==> config.mk <==
export PLATFORM = sky130hd
export DESIGN_NAME = fixed_block_pool_allocator
export DESIGN_NICKNAME = d
export VERILOG_FILES = /design/src/sv/fbpa_pkg.sv /design/src/sv/fixed_block_pool_allocator.sv
export SDC_FILE = /design/constraint.sdc
export NUM_CORES = 2
export LEC_CHECK = 0
export ABC_AREA = 1
export BUFFER_PORTS_ARGS = -buffer_cell sky130_fd_sc_hd__buf_2
export CORE_MARGIN = 2
export CORE_UTILIZATION = 46
export CTS_CLUSTER_SIZE = 8
export DETAILED_ROUTE_END_ITERATION = 12
export GPL_ROUTABILITY_DRIVEN = 0
export GPL_TIMING_DRIVEN = 0
export PLACE_DENSITY_LB_ADDON = 0.05
export SLEW_MARGIN = 25
export SYNTH_ARGS = -nofsm -noshare
export SYNTH_HDL_FRONTEND = slang
export SYNTH_SLANG_ARGS = --single-unit
==> constraint.sdc <==
create_clock -name clk -period 11.4 [get_ports clk]
set_input_delay 0.57 -clock clk [delete_from_list [all_inputs] [get_ports clk]]
set_output_delay 0.57 -clock clk [all_outputs]
set_load 0.02 [all_outputs]
==> src/sv/fbpa_pkg.sv <==
// fbpa_pkg: types and constants of the fixed-size block pool allocator
// no dependencies; imported by fixed_block_pool_allocator

package fbpa_pkg;

  localparam int ADDR_W    = 32;
  localparam int SIZE_W    = 16;
  localparam int CNT_W     = 11;
  localparam int ROW_W     = 32;  // used flags per memory word
  localparam int BIT_W     = 5;   // log2 of ROW_W
  localparam int SPAN_W    = SIZE_W + CNT_W;
  localparam int CFG_IDX_W = 2;

  localparam logic [ADDR_W-1:0] HDR_BYTES  = 32'd4;
  localparam logic [SIZE_W-1:0] MIN_BLOCK  = 16'd5;
  localparam logic              USED_MARK  = 1'b1;

  localparam logic [ADDR_W-1:0] RST_POOL_BASE   = 32'd0;
  localparam logic [SIZE_W-1:0] RST_BLOCK_SIZE  = 16'd8;
  localparam logic [CNT_W-1:0]  RST_BLOCK_COUNT = 11'd1024;

  typedef enum logic [CFG_IDX_W-1:0] {
    CFG_POOL_BASE   = 2'd0,
    CFG_BLOCK_SIZE  = 2'd1,
    CFG_BLOCK_COUNT = 2'd2,
    CFG_UNUSED      = 2'd3
  } cfg_idx_t;

  typedef enum logic {
    CMD_ALLOC = 1'b0,
    CMD_FREE  = 1'b1
  } cmd_t;

  typedef enum logic [1:0] {
    ST_OK      = 2'd0,
    ST_EMPTY   = 2'd1,
    ST_BADADDR = 2'd2,
    ST_DOUBLE  = 2'd3
  } status_t;

  typedef enum logic [2:0] {
    S_IDLE,
    S_A_RD,
    S_A_MOD,
    S_A_OUT,
    S_F_CHK,
    S_F_DIV,
    S_F_TST,
    S_F_MOD
  } state_t;

  typedef struct packed {
    logic              cmd;
    logic [ADDR_W-1:0] user_addr;
  } req_t;

  typedef struct packed {
    logic [1:0]        status;
    logic [ADDR_W-1:0] block_addr;
    logic [CNT_W-1:0]  free_blocks;
    logic [CNT_W-1:0]  used_blocks;
  } rsp_t;

endpackage

==> src/sv/fixed_block_pool_allocator.sv <==
// fixed_block_pool_allocator: one pool of equal blocks with a 4-byte header each
// depends on fbpa_pkg

// Commands are taken when start is high and busy is low; each command gives one
// result beat on rsp, marked by done for one cycle, which the receiver must take.
// The used flags live in one synchronous memory of 32-flag words, with a per-word
// valid bit and a per-word full bit in flops, so reset and register writes take
// effect at once with no clearing pass. An allocate reads the word, modifies and
// writes it back, forms the address and registers the result, or gives an empty
// result straight from idle when no block is free. A free checks the offset against
// the pool, turns it into a block index with the restoring divider, one quotient
// bit per cycle, tests that the remainder is zero and then clears the used flag or
// reports a double free; it ends after the test when the offset is off a block
// boundary, or after the check when it lies outside the pool. busy drops in the
// cycle the result beat is shown, so the next command can be taken at the edge that
// takes the result. A write to any register but CFG_UNUSED re-creates the pool.

module fixed_block_pool_allocator
  import fbpa_pkg::*;
#(
  parameter int MAX_BLOCKS = 1024
) (
  input  logic                 clk,
  input  logic                 rst,
  input  logic                 start,
  output logic                 busy,
  input  req_t                 req,
  output logic                 done,
  output rsp_t                 rsp,
  input  logic                 cfg_we,
  input  logic [CFG_IDX_W-1:0] cfg_addr,
  input  logic [ADDR_W-1:0]    cfg_data
);

  localparam int ROWS   = (MAX_BLOCKS + ROW_W - 1) / ROW_W;
  localparam int RW     = (ROWS > 1) ? $clog2(ROWS) : 1;
  localparam int IW     = RW + BIT_W;
  localparam int DW     = SIZE_W + IW;
  localparam int STEP_W = $clog2(IW + 1);

  // configuration
  logic [ADDR_W-1:0] pool_base;
  logic [SIZE_W-1:0] block_size;
  logic [CNT_W-1:0]  block_count;

  // pool state
  logic [ROW_W-1:0]  flag_mem [ROWS];
  logic [ROWS-1:0]   row_vld;
  logic [ROWS-1:0]   row_full;
  logic              cache_valid;
  logic [IW-1:0]     cache_index;
  logic [CNT_W-1:0]  free_count;
  logic [CNT_W-1:0]  used_count;

  // command datapath
  state_t            state, state_next;
  logic [RW-1:0]     row_r;
  logic [BIT_W-1:0]  bit_r;
  logic              scan_r;
  logic [ADDR_W-1:0] offset_r;
  logic [SPAN_W-1:0] span_r;
  logic [DW-1:0]     rem_r;
  logic [DW-1:0]     dvs_r;
  logic [IW-1:0]     quo_r;
  logic [STEP_W-1:0] step_r;
  logic [ADDR_W-1:0] prod_r;
  logic [ROW_W-1:0]  rd_word;
  logic              rd_ok;
  logic              rsp_done_next;
  rsp_t              rsp_next;

  logic              accept;
  logic              cfg_hit;
  logic [CNT_W-1:0]  n_eff;
  logic [CNT_W-1:0]  cfg_count;
  logic [CNT_W-1:0]  cfg_n;
  logic [SIZE_W-1:0] size_eff;
  logic [RW-1:0]     rd_row;
  logic [RW-1:0]     scan_row;
  logic [ROW_W-1:0]  word_in;
  logic [ADDR_W-1:0] row_lim;
  logic [ROW_W-1:0]  in_mask;
  logic [ROW_W-1:0]  masked;
  logic [BIT_W-1:0]  first_zero;
  logic [BIT_W-1:0]  a_bit;
  logic [ROW_W-1:0]  a_word;
  logic [ROW_W-1:0]  f_word;
  logic              div_ge;
  logic              bad_range;
  logic              mem_we;
  logic [ROW_W-1:0]  wr_word;

  assign busy    = (state != S_IDLE);
  assign accept  = start & ~busy;
  assign cfg_hit = cfg_we && (cfg_addr != CFG_UNUSED);

  assign n_eff    = (32'(block_count) > 32'(MAX_BLOCKS)) ? CNT_W'(MAX_BLOCKS) : block_count;
  assign size_eff = (block_size < MIN_BLOCK) ? MIN_BLOCK : block_size;

  // pool size after a register write re-creates the pool
  assign cfg_count = (cfg_addr == CFG_BLOCK_COUNT) ? cfg_data[CNT_W-1:0] : block_count;
  assign cfg_n     = (32'(cfg_count) > 32'(MAX_BLOCKS)) ? CNT_W'(MAX_BLOCKS) : cfg_count;

  // first word with a free block inside the pool
  always_comb begin
    scan_row = '0;
    for (int r = ROWS - 1; r >= 0; r--) begin
      if (!row_full[r] && ((32'(r) << BIT_W) < 32'(n_eff))) begin
        scan_row = RW'(r);
      end
    end
  end

  // flags of a word never written read as free
  assign word_in = rd_ok ? rd_word : '0;
  assign row_lim = 32'(n_eff) - (32'(row_r) << BIT_W);

  always_comb begin
    for (int b = 0; b < ROW_W; b++) begin
      in_mask[b] = (32'(b) < row_lim);
    end
  end

  assign masked = word_in | ~in_mask;

  always_comb begin
    first_zero = '0;
    for (int b = ROW_W - 1; b >= 0; b--) begin
      if (!masked[b]) begin
        first_zero = BIT_W'(b);
      end
    end
  end

  assign a_bit     = scan_r ? first_zero : bit_r;
  assign a_word    = word_in | (ROW_W'(USED_MARK) << a_bit);
  assign f_word    = word_in & ~(ROW_W'(USED_MARK) << bit_r);
  assign div_ge    = (rem_r >= dvs_r);
  assign bad_range = (offset_r >= 32'(span_r));
  assign rd_row    = (state == S_F_TST) ? quo_r[IW-1:BIT_W] : row_r;

  // flag memory
  always_ff @(posedge clk) begin
    if (mem_we) begin
      flag_mem[row_r] <= wr_word;
    end
    rd_word <= flag_mem[rd_row];
  end

  always_ff @(posedge clk) begin
    if (rst) begin
      state <= S_IDLE;
      done  <= 1'b0;
    end else begin
      state <= state_next;
      done  <= rsp_done_next;
    end
  end

  always_comb begin
    state_next    = state;
    rsp_done_next = 1'b0;
    rsp_next      = rsp;
    mem_we        = 1'b0;
    wr_word       = a_word;
    unique case (state)
      S_IDLE: begin
        if (accept) begin
          if (req.cmd == CMD_FREE) begin
            state_next = S_F_CHK;
          end else if (free_count == '0) begin
            rsp_done_next        = 1'b1;
            rsp_next.status      = ST_EMPTY;
            rsp_next.block_addr  = '0;
            rsp_next.free_blocks = free_count;
            rsp_next.used_blocks = used_count;
          end else begin
            state_next = S_A_RD;
          end
        end
      end
      S_A_RD: state_next = S_A_MOD;
      S_A_MOD: begin
        mem_we     = 1'b1;
        wr_word    = a_word;
        state_next = S_A_OUT;
      end
      S_A_OUT: begin
        rsp_done_next        = 1'b1;
        rsp_next.status      = ST_OK;
        rsp_next.block_addr  = pool_base + prod_r + HDR_BYTES;
        rsp_next.free_blocks = free_count;
        rsp_next.used_blocks = used_count;
        state_next           = S_IDLE;
      end
      S_F_CHK: begin
        if (bad_range) begin
          rsp_done_next        = 1'b1;
          rsp_next.status      = ST_BADADDR;
          rsp_next.block_addr  = '0;
          rsp_next.free_blocks = free_count;
          rsp_next.used_blocks = used_count;
          state_next           = S_IDLE;
        end else begin
          state_next = S_F_DIV;
        end
      end
      S_F_DIV: begin
        if (step_r == STEP_W'(IW - 1)) begin
          state_next = S_F_TST;
        end
      end
      S_F_TST: begin
        if (rem_r != '0) begin
          rsp_done_next        = 1'b1;
          rsp_next.status      = ST_BADADDR;
          rsp_next.block_addr  = '0;
          rsp_next.free_blocks = free_count;
          rsp_next.used_blocks = used_count;
          state_next           = S_IDLE;
        end else begin
          state_next = S_F_MOD;
        end
      end
      S_F_MOD: begin
        rsp_done_next       = 1'b1;
        rsp_next.block_addr = '0;
        wr_word             = f_word;
        if (word_in[bit_r] == USED_MARK) begin
          mem_we               = 1'b1;
          rsp_next.status      = ST_OK;
          rsp_next.free_blocks = free_count + CNT_W'(1);
          rsp_next.used_blocks = used_count - CNT_W'(1);
        end else begin
          rsp_next.status      = ST_DOUBLE;
          rsp_next.free_blocks = free_count;
          rsp_next.used_blocks = used_count;
        end
        state_next = S_IDLE;
      end
      default: state_next = S_IDLE;
    endcase
  end

  // result register, payload only
  always_ff @(posedge clk) begin
    rsp <= rsp_next;
  end

  // configuration registers
  always_ff @(posedge clk) begin
    if (rst) begin
      pool_base   <= RST_POOL_BASE;
      block_size  <= RST_BLOCK_SIZE;
      block_count <= RST_BLOCK_COUNT;
    end else if (cfg_we) begin
      unique case (cfg_addr)
        CFG_POOL_BASE:   pool_base   <= cfg_data;
        CFG_BLOCK_SIZE:  block_size  <= cfg_data[SIZE_W-1:0];
        CFG_BLOCK_COUNT: block_count <= cfg_data[CNT_W-1:0];
        CFG_UNUSED:      ;
        default:         ;
      endcase
    end
  end

  // pool bookkeeping; reset and every cfg_hit register write re-create the pool
  always_ff @(posedge clk) begin
    if (rst) begin
      row_vld     <= '0;
      row_full    <= '0;
      cache_index <= '0;
      free_count  <= (32'(RST_BLOCK_COUNT) > 32'(MAX_BLOCKS)) ? CNT_W'(MAX_BLOCKS)
                                                               : RST_BLOCK_COUNT;
      cache_valid <= 1'b1;
      used_count  <= '0;
    end else if (cfg_hit) begin
      row_vld     <= '0;
      row_full    <= '0;
      cache_index <= '0;
      free_count  <= cfg_n;
      cache_valid <= (cfg_n != '0);
      used_count  <= '0;
    end else begin
      if (state == S_IDLE && accept && req.cmd == CMD_ALLOC && free_count != '0) begin
        cache_valid <= 1'b0;
      end
      if (state == S_A_MOD) begin
        row_vld[row_r]  <= 1'b1;
        row_full[row_r] <= &(a_word | ~in_mask);
        free_count      <= free_count - CNT_W'(1);
        used_count      <= used_count + CNT_W'(1);
      end
      if (state == S_F_MOD && word_in[bit_r] == USED_MARK) begin
        row_vld[row_r]  <= 1'b1;
        row_full[row_r] <= 1'b0;
        free_count      <= free_count + CNT_W'(1);
        used_count      <= used_count - CNT_W'(1);
        if (!cache_valid) begin
          cache_valid <= 1'b1;
          cache_index <= {row_r, bit_r};
        end
      end
    end
  end

  // command datapath
  always_ff @(posedge clk) begin
    span_r <= SPAN_W'(size_eff) * SPAN_W'(n_eff);
    rd_ok  <= row_vld[rd_row];
    unique case (state)
      S_IDLE: begin
        offset_r <= req.user_addr - HDR_BYTES - pool_base;
        if (cache_valid) begin
          row_r  <= cache_index[IW-1:BIT_W];
          bit_r  <= cache_index[BIT_W-1:0];
          scan_r <= 1'b0;
        end else begin
          row_r  <= scan_row;
          scan_r <= 1'b1;
        end
      end
      S_A_MOD: begin
        prod_r <= 32'(size_eff) * 32'({row_r, a_bit});
      end
      S_F_CHK: begin
        rem_r  <= offset_r[DW-1:0];
        dvs_r  <= DW'(size_eff) << (IW - 1);
        quo_r  <= '0;
        step_r <= '0;
      end
      S_F_DIV: begin
        // restoring division, one quotient bit a cycle
        if (div_ge) begin
          rem_r <= rem_r - dvs_r;
        end
        quo_r  <= {quo_r[IW-2:0], div_ge};
        dvs_r  <= dvs_r >> 1;
        step_r <= step_r + STEP_W'(1);
      end
      S_F_TST: begin
        row_r <= quo_r[IW-1:BIT_W];
        bit_r <= quo_r[BIT_W-1:0];
      end
      S_A_RD, S_A_OUT, S_F_MOD: ;
      default: ;
    endcase
  end

endmodule

Word-level counts from Yosys, hierarchy flattened
Memory sizes are Yosys's and may differ from the RTL's. A register that Yosys moved wholly into a read port is not among the register bits.
Cells that the tools add are included.
Storage, ports and cells
  bits in registers: 379
  memories kept: 1
  RAM bits: 1024
  output and inout port bits: 58
Cells by class
  $lt $le $gt $ge: 73
  muxes and demuxes: 131
  multipliers: 2
  bitwise operators: 14
  shift operators: 2
  add/sub/neg operators: 11
  equality and inequality tests: 20
  reductions and logical operators: 92
Memories
  flag_mem: words 32, width 32, read ports 1, clocked after Yosys merged registers in 1, write ports 1, line fixed_block_pool_allocator.sv:47  | logic [ROW_W-1:0] flag_mem [ROWS];
Operators with widths (number)
  $lt A5 B32 Y1 const A: 16
  $mux W5: 68
  $mux W32: 10
  $mux W56: 5
  $pmux W56 S5: 1
  $lt A4 B32 Y1 const A: 8
  $lt A10 B11 Y1 const A: 16
  $or A32 B32 Y32: 5
  $lt A3 B32 Y1 const A: 4
  $pmux W26 S2: 2
  $not A32 Y32: 3
  $lt A9 B11 Y1 const A: 8
  $mux W11: 8
  $and A32 B32 Y32: 2
  $lt A1 B32 Y1 const A: 2
  $lt A2 B32 Y1 const A: 2
  $shl A1 B5 Y32 const A: 2
  $lt A8 B11 Y1 const A: 4
  $logic_and A1 B1 Y1: 38
  $add A32 B26 Y32: 1
  $add A32 B3 Y32 const B: 1
  $bwmux W32: 1
  $ge A32 B27 Y1: 1
  $logic_not A1 Y1: 32
  55 further kinds: 105

Longest topological paths before layout
  depth in word-level cells: 49
  gate-level depth with buffers: 74
  depth with buffers taken out: 72

Worst setup path after synthesis
OpenSTA, ideal clock, no wires.
  kind: register to register
  from: register block_count[0]
  to: register prod_r[24], data pin
  buffers on the path: 4
  arrival: 9.278 ns
  setup time: 0.258 ns
  clock period less this slack: 9.535 ns
  path slack: 1.865 ns
  cell stages (with the launch flop): 55
  required time: 11.142 ns
  cell sequence: dfxtp_1 -> nor2_1 -> nand2_1 -> nor3_2 -> a21oi_2 -> nor2_1 -> inv_1 -> clkbuf_1 -> ha_1 -> fa_1 -> nand2_1 -> nand3b_1 -> nor2_4 -> nand3_4 -> buf_6 -> nor2_4 -> inv_2 -> o21ai_0 -> [19 not listed] -> nand2_1 -> o21ai_0 -> nand3_1 -> nand2_1 -> nand3_1 -> nand2_1 -> nand3_1 -> nand2_1 -> a21oi_1 -> nor2_1 -> nor2_1 -> o21ai_0 -> a21oi_1 -> o21bai_1 -> a21oi_1 -> nor2_1 -> nor2_1 -> xnor2_1
On the way
  word-level cells in the longest chain between the ends: 40
  elaborated cells on any way between the ends: 71
Ends and longest elaborated chain
  start: declaration: line fixed_block_pool_allocator.sv:44  | logic [CNT_W-1:0] block_count;
  start signal: assignment: line fixed_block_pool_allocator.sv:260  | CFG_BLOCK_COUNT: block_count <= cfg_data[CNT_W-1:0];
  $gt A11 B11 Y1: line fixed_block_pool_allocator.sv:97  | assign n_eff = (32'(block_count) > 32'(MAX_BLOCKS)) ? CNT_W'(MAX_BLOCKS) : block_count;
  $mux W11 *: line fixed_block_pool_allocator.sv:97
  $sub A11 B10 Y12 *: line fixed_block_pool_allocator.sv:116  | assign row_lim = 32'(n_eff) - (32'(row_r) << BIT_W);
  $lt A5 B32 Y1: line fixed_block_pool_allocator.sv:120  | in_mask[b] = (32'(b) < row_lim);
  $not A32 Y32 *: line fixed_block_pool_allocator.sv:124  | assign masked = word_in | ~in_mask;
  $or A32 B32 Y32 *: line fixed_block_pool_allocator.sv:124
  $mux W5 (31 in a row): line fixed_block_pool_allocator.sv:129  | if (!masked[b]) begin
  $mux W5 *: line fixed_block_pool_allocator.sv:129
  $mux W5 *: line fixed_block_pool_allocator.sv:135  | assign a_bit = scan_r ? first_zero : bit_r;
  $mul A16 B10 Y26 *: line fixed_block_pool_allocator.sv:324  | prod_r <= 32'(size_eff) * 32'({row_r, a_bit});
  end signal: assignment: line fixed_block_pool_allocator.sv:324
  end: declaration: line fixed_block_pool_allocator.sv:66  | logic [ADDR_W-1:0] prod_r;
Every way passes the cells marked *; elsewhere a longest branch is shown, timed or not.
A chain may end at the register's enable or synchronous reset.

Worst setup path after layout
  from: register row_r[2]
  to: register prod_r[24], data pin
On the way
  word-level cells in the longest chain between the ends: 38
  elaborated cells on any way between the ends: 69
Ends and longest elaborated chain
  start: declaration: line fixed_block_pool_allocator.sv:57  | logic [RW-1:0] row_r;
  start signal: assignment: line fixed_block_pool_allocator.sv:315  | row_r <= cache_index[IW-1:BIT_W];
  start signal: assignment: line fixed_block_pool_allocator.sv:319  | row_r <= scan_row;
  start signal: assignment: line fixed_block_pool_allocator.sv:342  | row_r <= quo_r[IW-1:BIT_W];
  $sub A11 B10 Y12: line fixed_block_pool_allocator.sv:116
  $lt A5 B32 Y1: line fixed_block_pool_allocator.sv:120
  $not A32 Y32: line fixed_block_pool_allocator.sv:124
  $or A32 B32 Y32: line fixed_block_pool_allocator.sv:124
  $mux W5 (32 in a row): line fixed_block_pool_allocator.sv:129
  $mux W5: line fixed_block_pool_allocator.sv:135
  $mul A16 B10 Y26 *: line fixed_block_pool_allocator.sv:324
Marked as above.

==> impl_metrics.toml <==
[logic_synthesis]
synth_fa_ha_area_share_pct = 11.5
synth_ff_type = "edfxtp_1"
yosys_warnings = 0
synthMuxAreaShare_pct = 2.35
syn_avg_cell_area_um2 = 10.8
synth_top_family_by_area = "compound AO/OA/AOI/OAI gates"
yosysSeqAreaShare_pct = 55.0
synth_async_sr_flop_share_pct = 0
yosysTopAreaCellShare_pct = 49.1
yosys.area.top_type = "edfxtp_1"
yosysUniqueCellTypes = 66
synth_edf_count = 1214
synth-xor-area-share_pct = 1.69
synthesis.nets = 7513
syn_area_um2 = 74300
synth_compound_gate_area_share_pct = 12.3
synth.area.top_cells = "edfxtp_1 49%, fa_1 6.4%, dfxtp_1 5.9%, nor2_1 5.2%, ha_1 5.1%"
syn-instance-count = 6900
synthSimpleGateAreaFrac_pct = 11.2
synth_seq_cells = 1434

[power]
total_power_mw = 19.9
powerDensity_nw_per_um2 = 228
worst_ir_drop_vdd_mv = 0.236
p_leak_nw = 33.1

[critical_path]
crit_path_start_kind = "flip-flop"
crit_fanout = 10
max_stage_delay_ns = 0.74
critPathKind = "reg2reg"
critPathRequiredTime_ns = 11.94
cp_top_family = "adder cells"
crit_buf_inv = 8
crit_path_frequent_cell = "nand2_1"
slowest_stage = "clkbuf_1"
crit_arrival_ns = 11.17
cp-end-kind = "flip-flop"
reg2reg_slack_ns = 0.77

[floorplanning]
chipWidth_um = 406
io_pins = 129
rows = 147
dieHeight_um = 406
core-area_um2 = 160000
start_util_pct = 46.3
die_area_um2 = 165000

[finish]
drive_gt1_share_pct = 8.75
fin_nets = 7977
mostFrequentLayoutCells = "1214 x edfxtp_1, 983 x nor2_1, 764 x inv_1"
multi_input_area_um2 = 29700
area_delta_synth_final_pct = 17.1
register_area_um2 = 40900
finish.utilization_pct = 54.2
fillers = 14000
mostFrequentLayoutCell = "edfxtp_1"

[global_routing]
use_met2_pct = 48.8
antenna_found_initial = 9
grt_pass1_wl_um = 365000
grt.total_usage_pct = 30.5
grt-ovfl-total = 0
grt_util_met1_pct = 39.6
grt_util_met3_pct = 4.92
grt_max_degree = 33
grt_pass1_vias = 54100
grt_most_used_layer = "met2"

[drt]
routed_wl_um = 253000
dr.pass1.iters = 6
drtAntennaViolNets = 0
first_iter_violations = 5751
wl_per_cell_um = 26.2
drc = 0
via_per_inst = 5.75
via_count = 55600

[timing]
whs_ns = 0.0674
period_share_pct = 93.3
finalMaxSlewViolations = 0
fin_crit_ns = 10.63
relSlewSlack_pct = 16.6
rsz0062_at_grt = "no"
clock.fmax_mhz = 94.0
hold_viol = 0
fin_worst_skew_ns = 0.0820
worst_slack_ns = 0.767
setup-violations-final = 0
worst_pin_slew_ns = 1.25
setup_tns_ns = 0

[clock_network]
clkTransAtPathRegs_ns = 0.05
clk_path_buf_depth = 3
clk_latency_ns = 0.88
cts_root_buf = "clkbuf_16"
h-tree-depth = 4
cts-buffers-inserted = 199
cts_tree = "yes"
cts_sinks = 1434

[place]
hpwlAfterDp_um = 188000
place_ws_ns = -0.491
io_buffers = 127

[run]
drv_cap = 0

[outcome]
status = "finished clean"

[worst_hold_path]
hold_path_class = "in2reg"
[final cells by class]
cell class / instances / area share (%)
plain buffers: 357 / 1.65
diodes: 3 / 0.00863
clock inverters: 18 / 0.498
inverters: 793 / 3.43
clock buffers: 324 / 6.30
repair buffers: 268 / 3.89
well taps: 2160 / 3.11
multi-input cells: 4311 / 34.1
flip-flops and latches: 1434 / 47.0
[cell families after synthesis]
logic type | Yosys count
compound gates | 1404
xor+xnor | 143
fa+ha+maj | 542
buf+inv | 1155
flops | 1434
mux | 174
simple gates | 2048
[state kept, by name (all words and copies together), names as in the netlist, 4 cells and up]
name,count
bit_r,5
block_count,11
block_size,16
cache_index,10
dvs_r,25
flag_mem,1024
free_count,11
offset_r,32
pool_base,32
prod_r,26
quo_r,10
rd_word,32
rem_r,26
row_full,32
row_r,5
row_vld,32
rsp,56
span_r,27
step_r,4
used_count,11
[worst register-to-register path: cells and delay by family, from the launching register on]
kind,cells,cell delay [ns]
AND/OR/NAND/NOR,27,2.43
flip-flops,1,0.38
adder cells (fa/ha/maj),7,3.26
AO/OA/AOI/OAI,11,1.91
buffers and inverters,8,2.20
XOR/XNOR,1,0.12
[Yosys cell counts, drive strengths merged (28+ instances only)]
cell type,n
dfxtp,220
nor2,1035
a31oi,60
edfxtp,1214
o221ai,201
o22ai,39
inv,779
o21ai,564
nor3,76
clkbuf,315
o21bai,28
xor2,100
nand3,128
ha,303
o211ai,75
xnor2,43
nand4,41
mux2i,174
o32ai,85
a21oi,266
fa,239
buf,47
nand2,738
[through the flow]
| step | instances | instance area [µm²] |
|---|---|---|
| floorplan | 6900 | 74300 |
| global placement | 9187 | 77600 |
| detailed placement | 9299 | 80700 |
| CTS | 9660 | 86900 |
| global route | 9665 | 86900 |
| finish | 9668 | 87000 |
[power by group]
group          switching, mW  total [mW]  leakage (nW)  internal, mW
Sequential             0.190        6.93          13.0          6.74
Combinational           5.30        7.32          17.4          2.02
Clock                   2.34        5.62          2.79          3.27
[timing repair]
item	4_1_cts	5_1_grt
endpoints found under the setup margin	7	6
buffers inserted	0	7
endpoints found under the hold margin	21	0
hold buffers	21	0
pin swaps	0	1
resized for setup	8	24
[routing by layer]
layer / wire [µm] / share of wire, % / vias to the layer above
met1: 102000 / 40 / 27500
met5: 0 / 0 / -
met2: 115000 / 46 / 2411
li1: - / - / 25100
met3: 18800 / 7.4 / 592
met4: 16700 / 6.6 / 0
[final timing paths]
check | to | startpoint | cells after the start
setup / recovery | prod_r[24] | row_r[2] | 54
setup reg to reg | prod_r[24] | row_r[2] | 54
hold reg to reg | cache_index[2] | cache_index[2] | 2
hold / removal | pool_base[15] | cfg_data[15] | 3
Power figures use the tool's default switching activity.
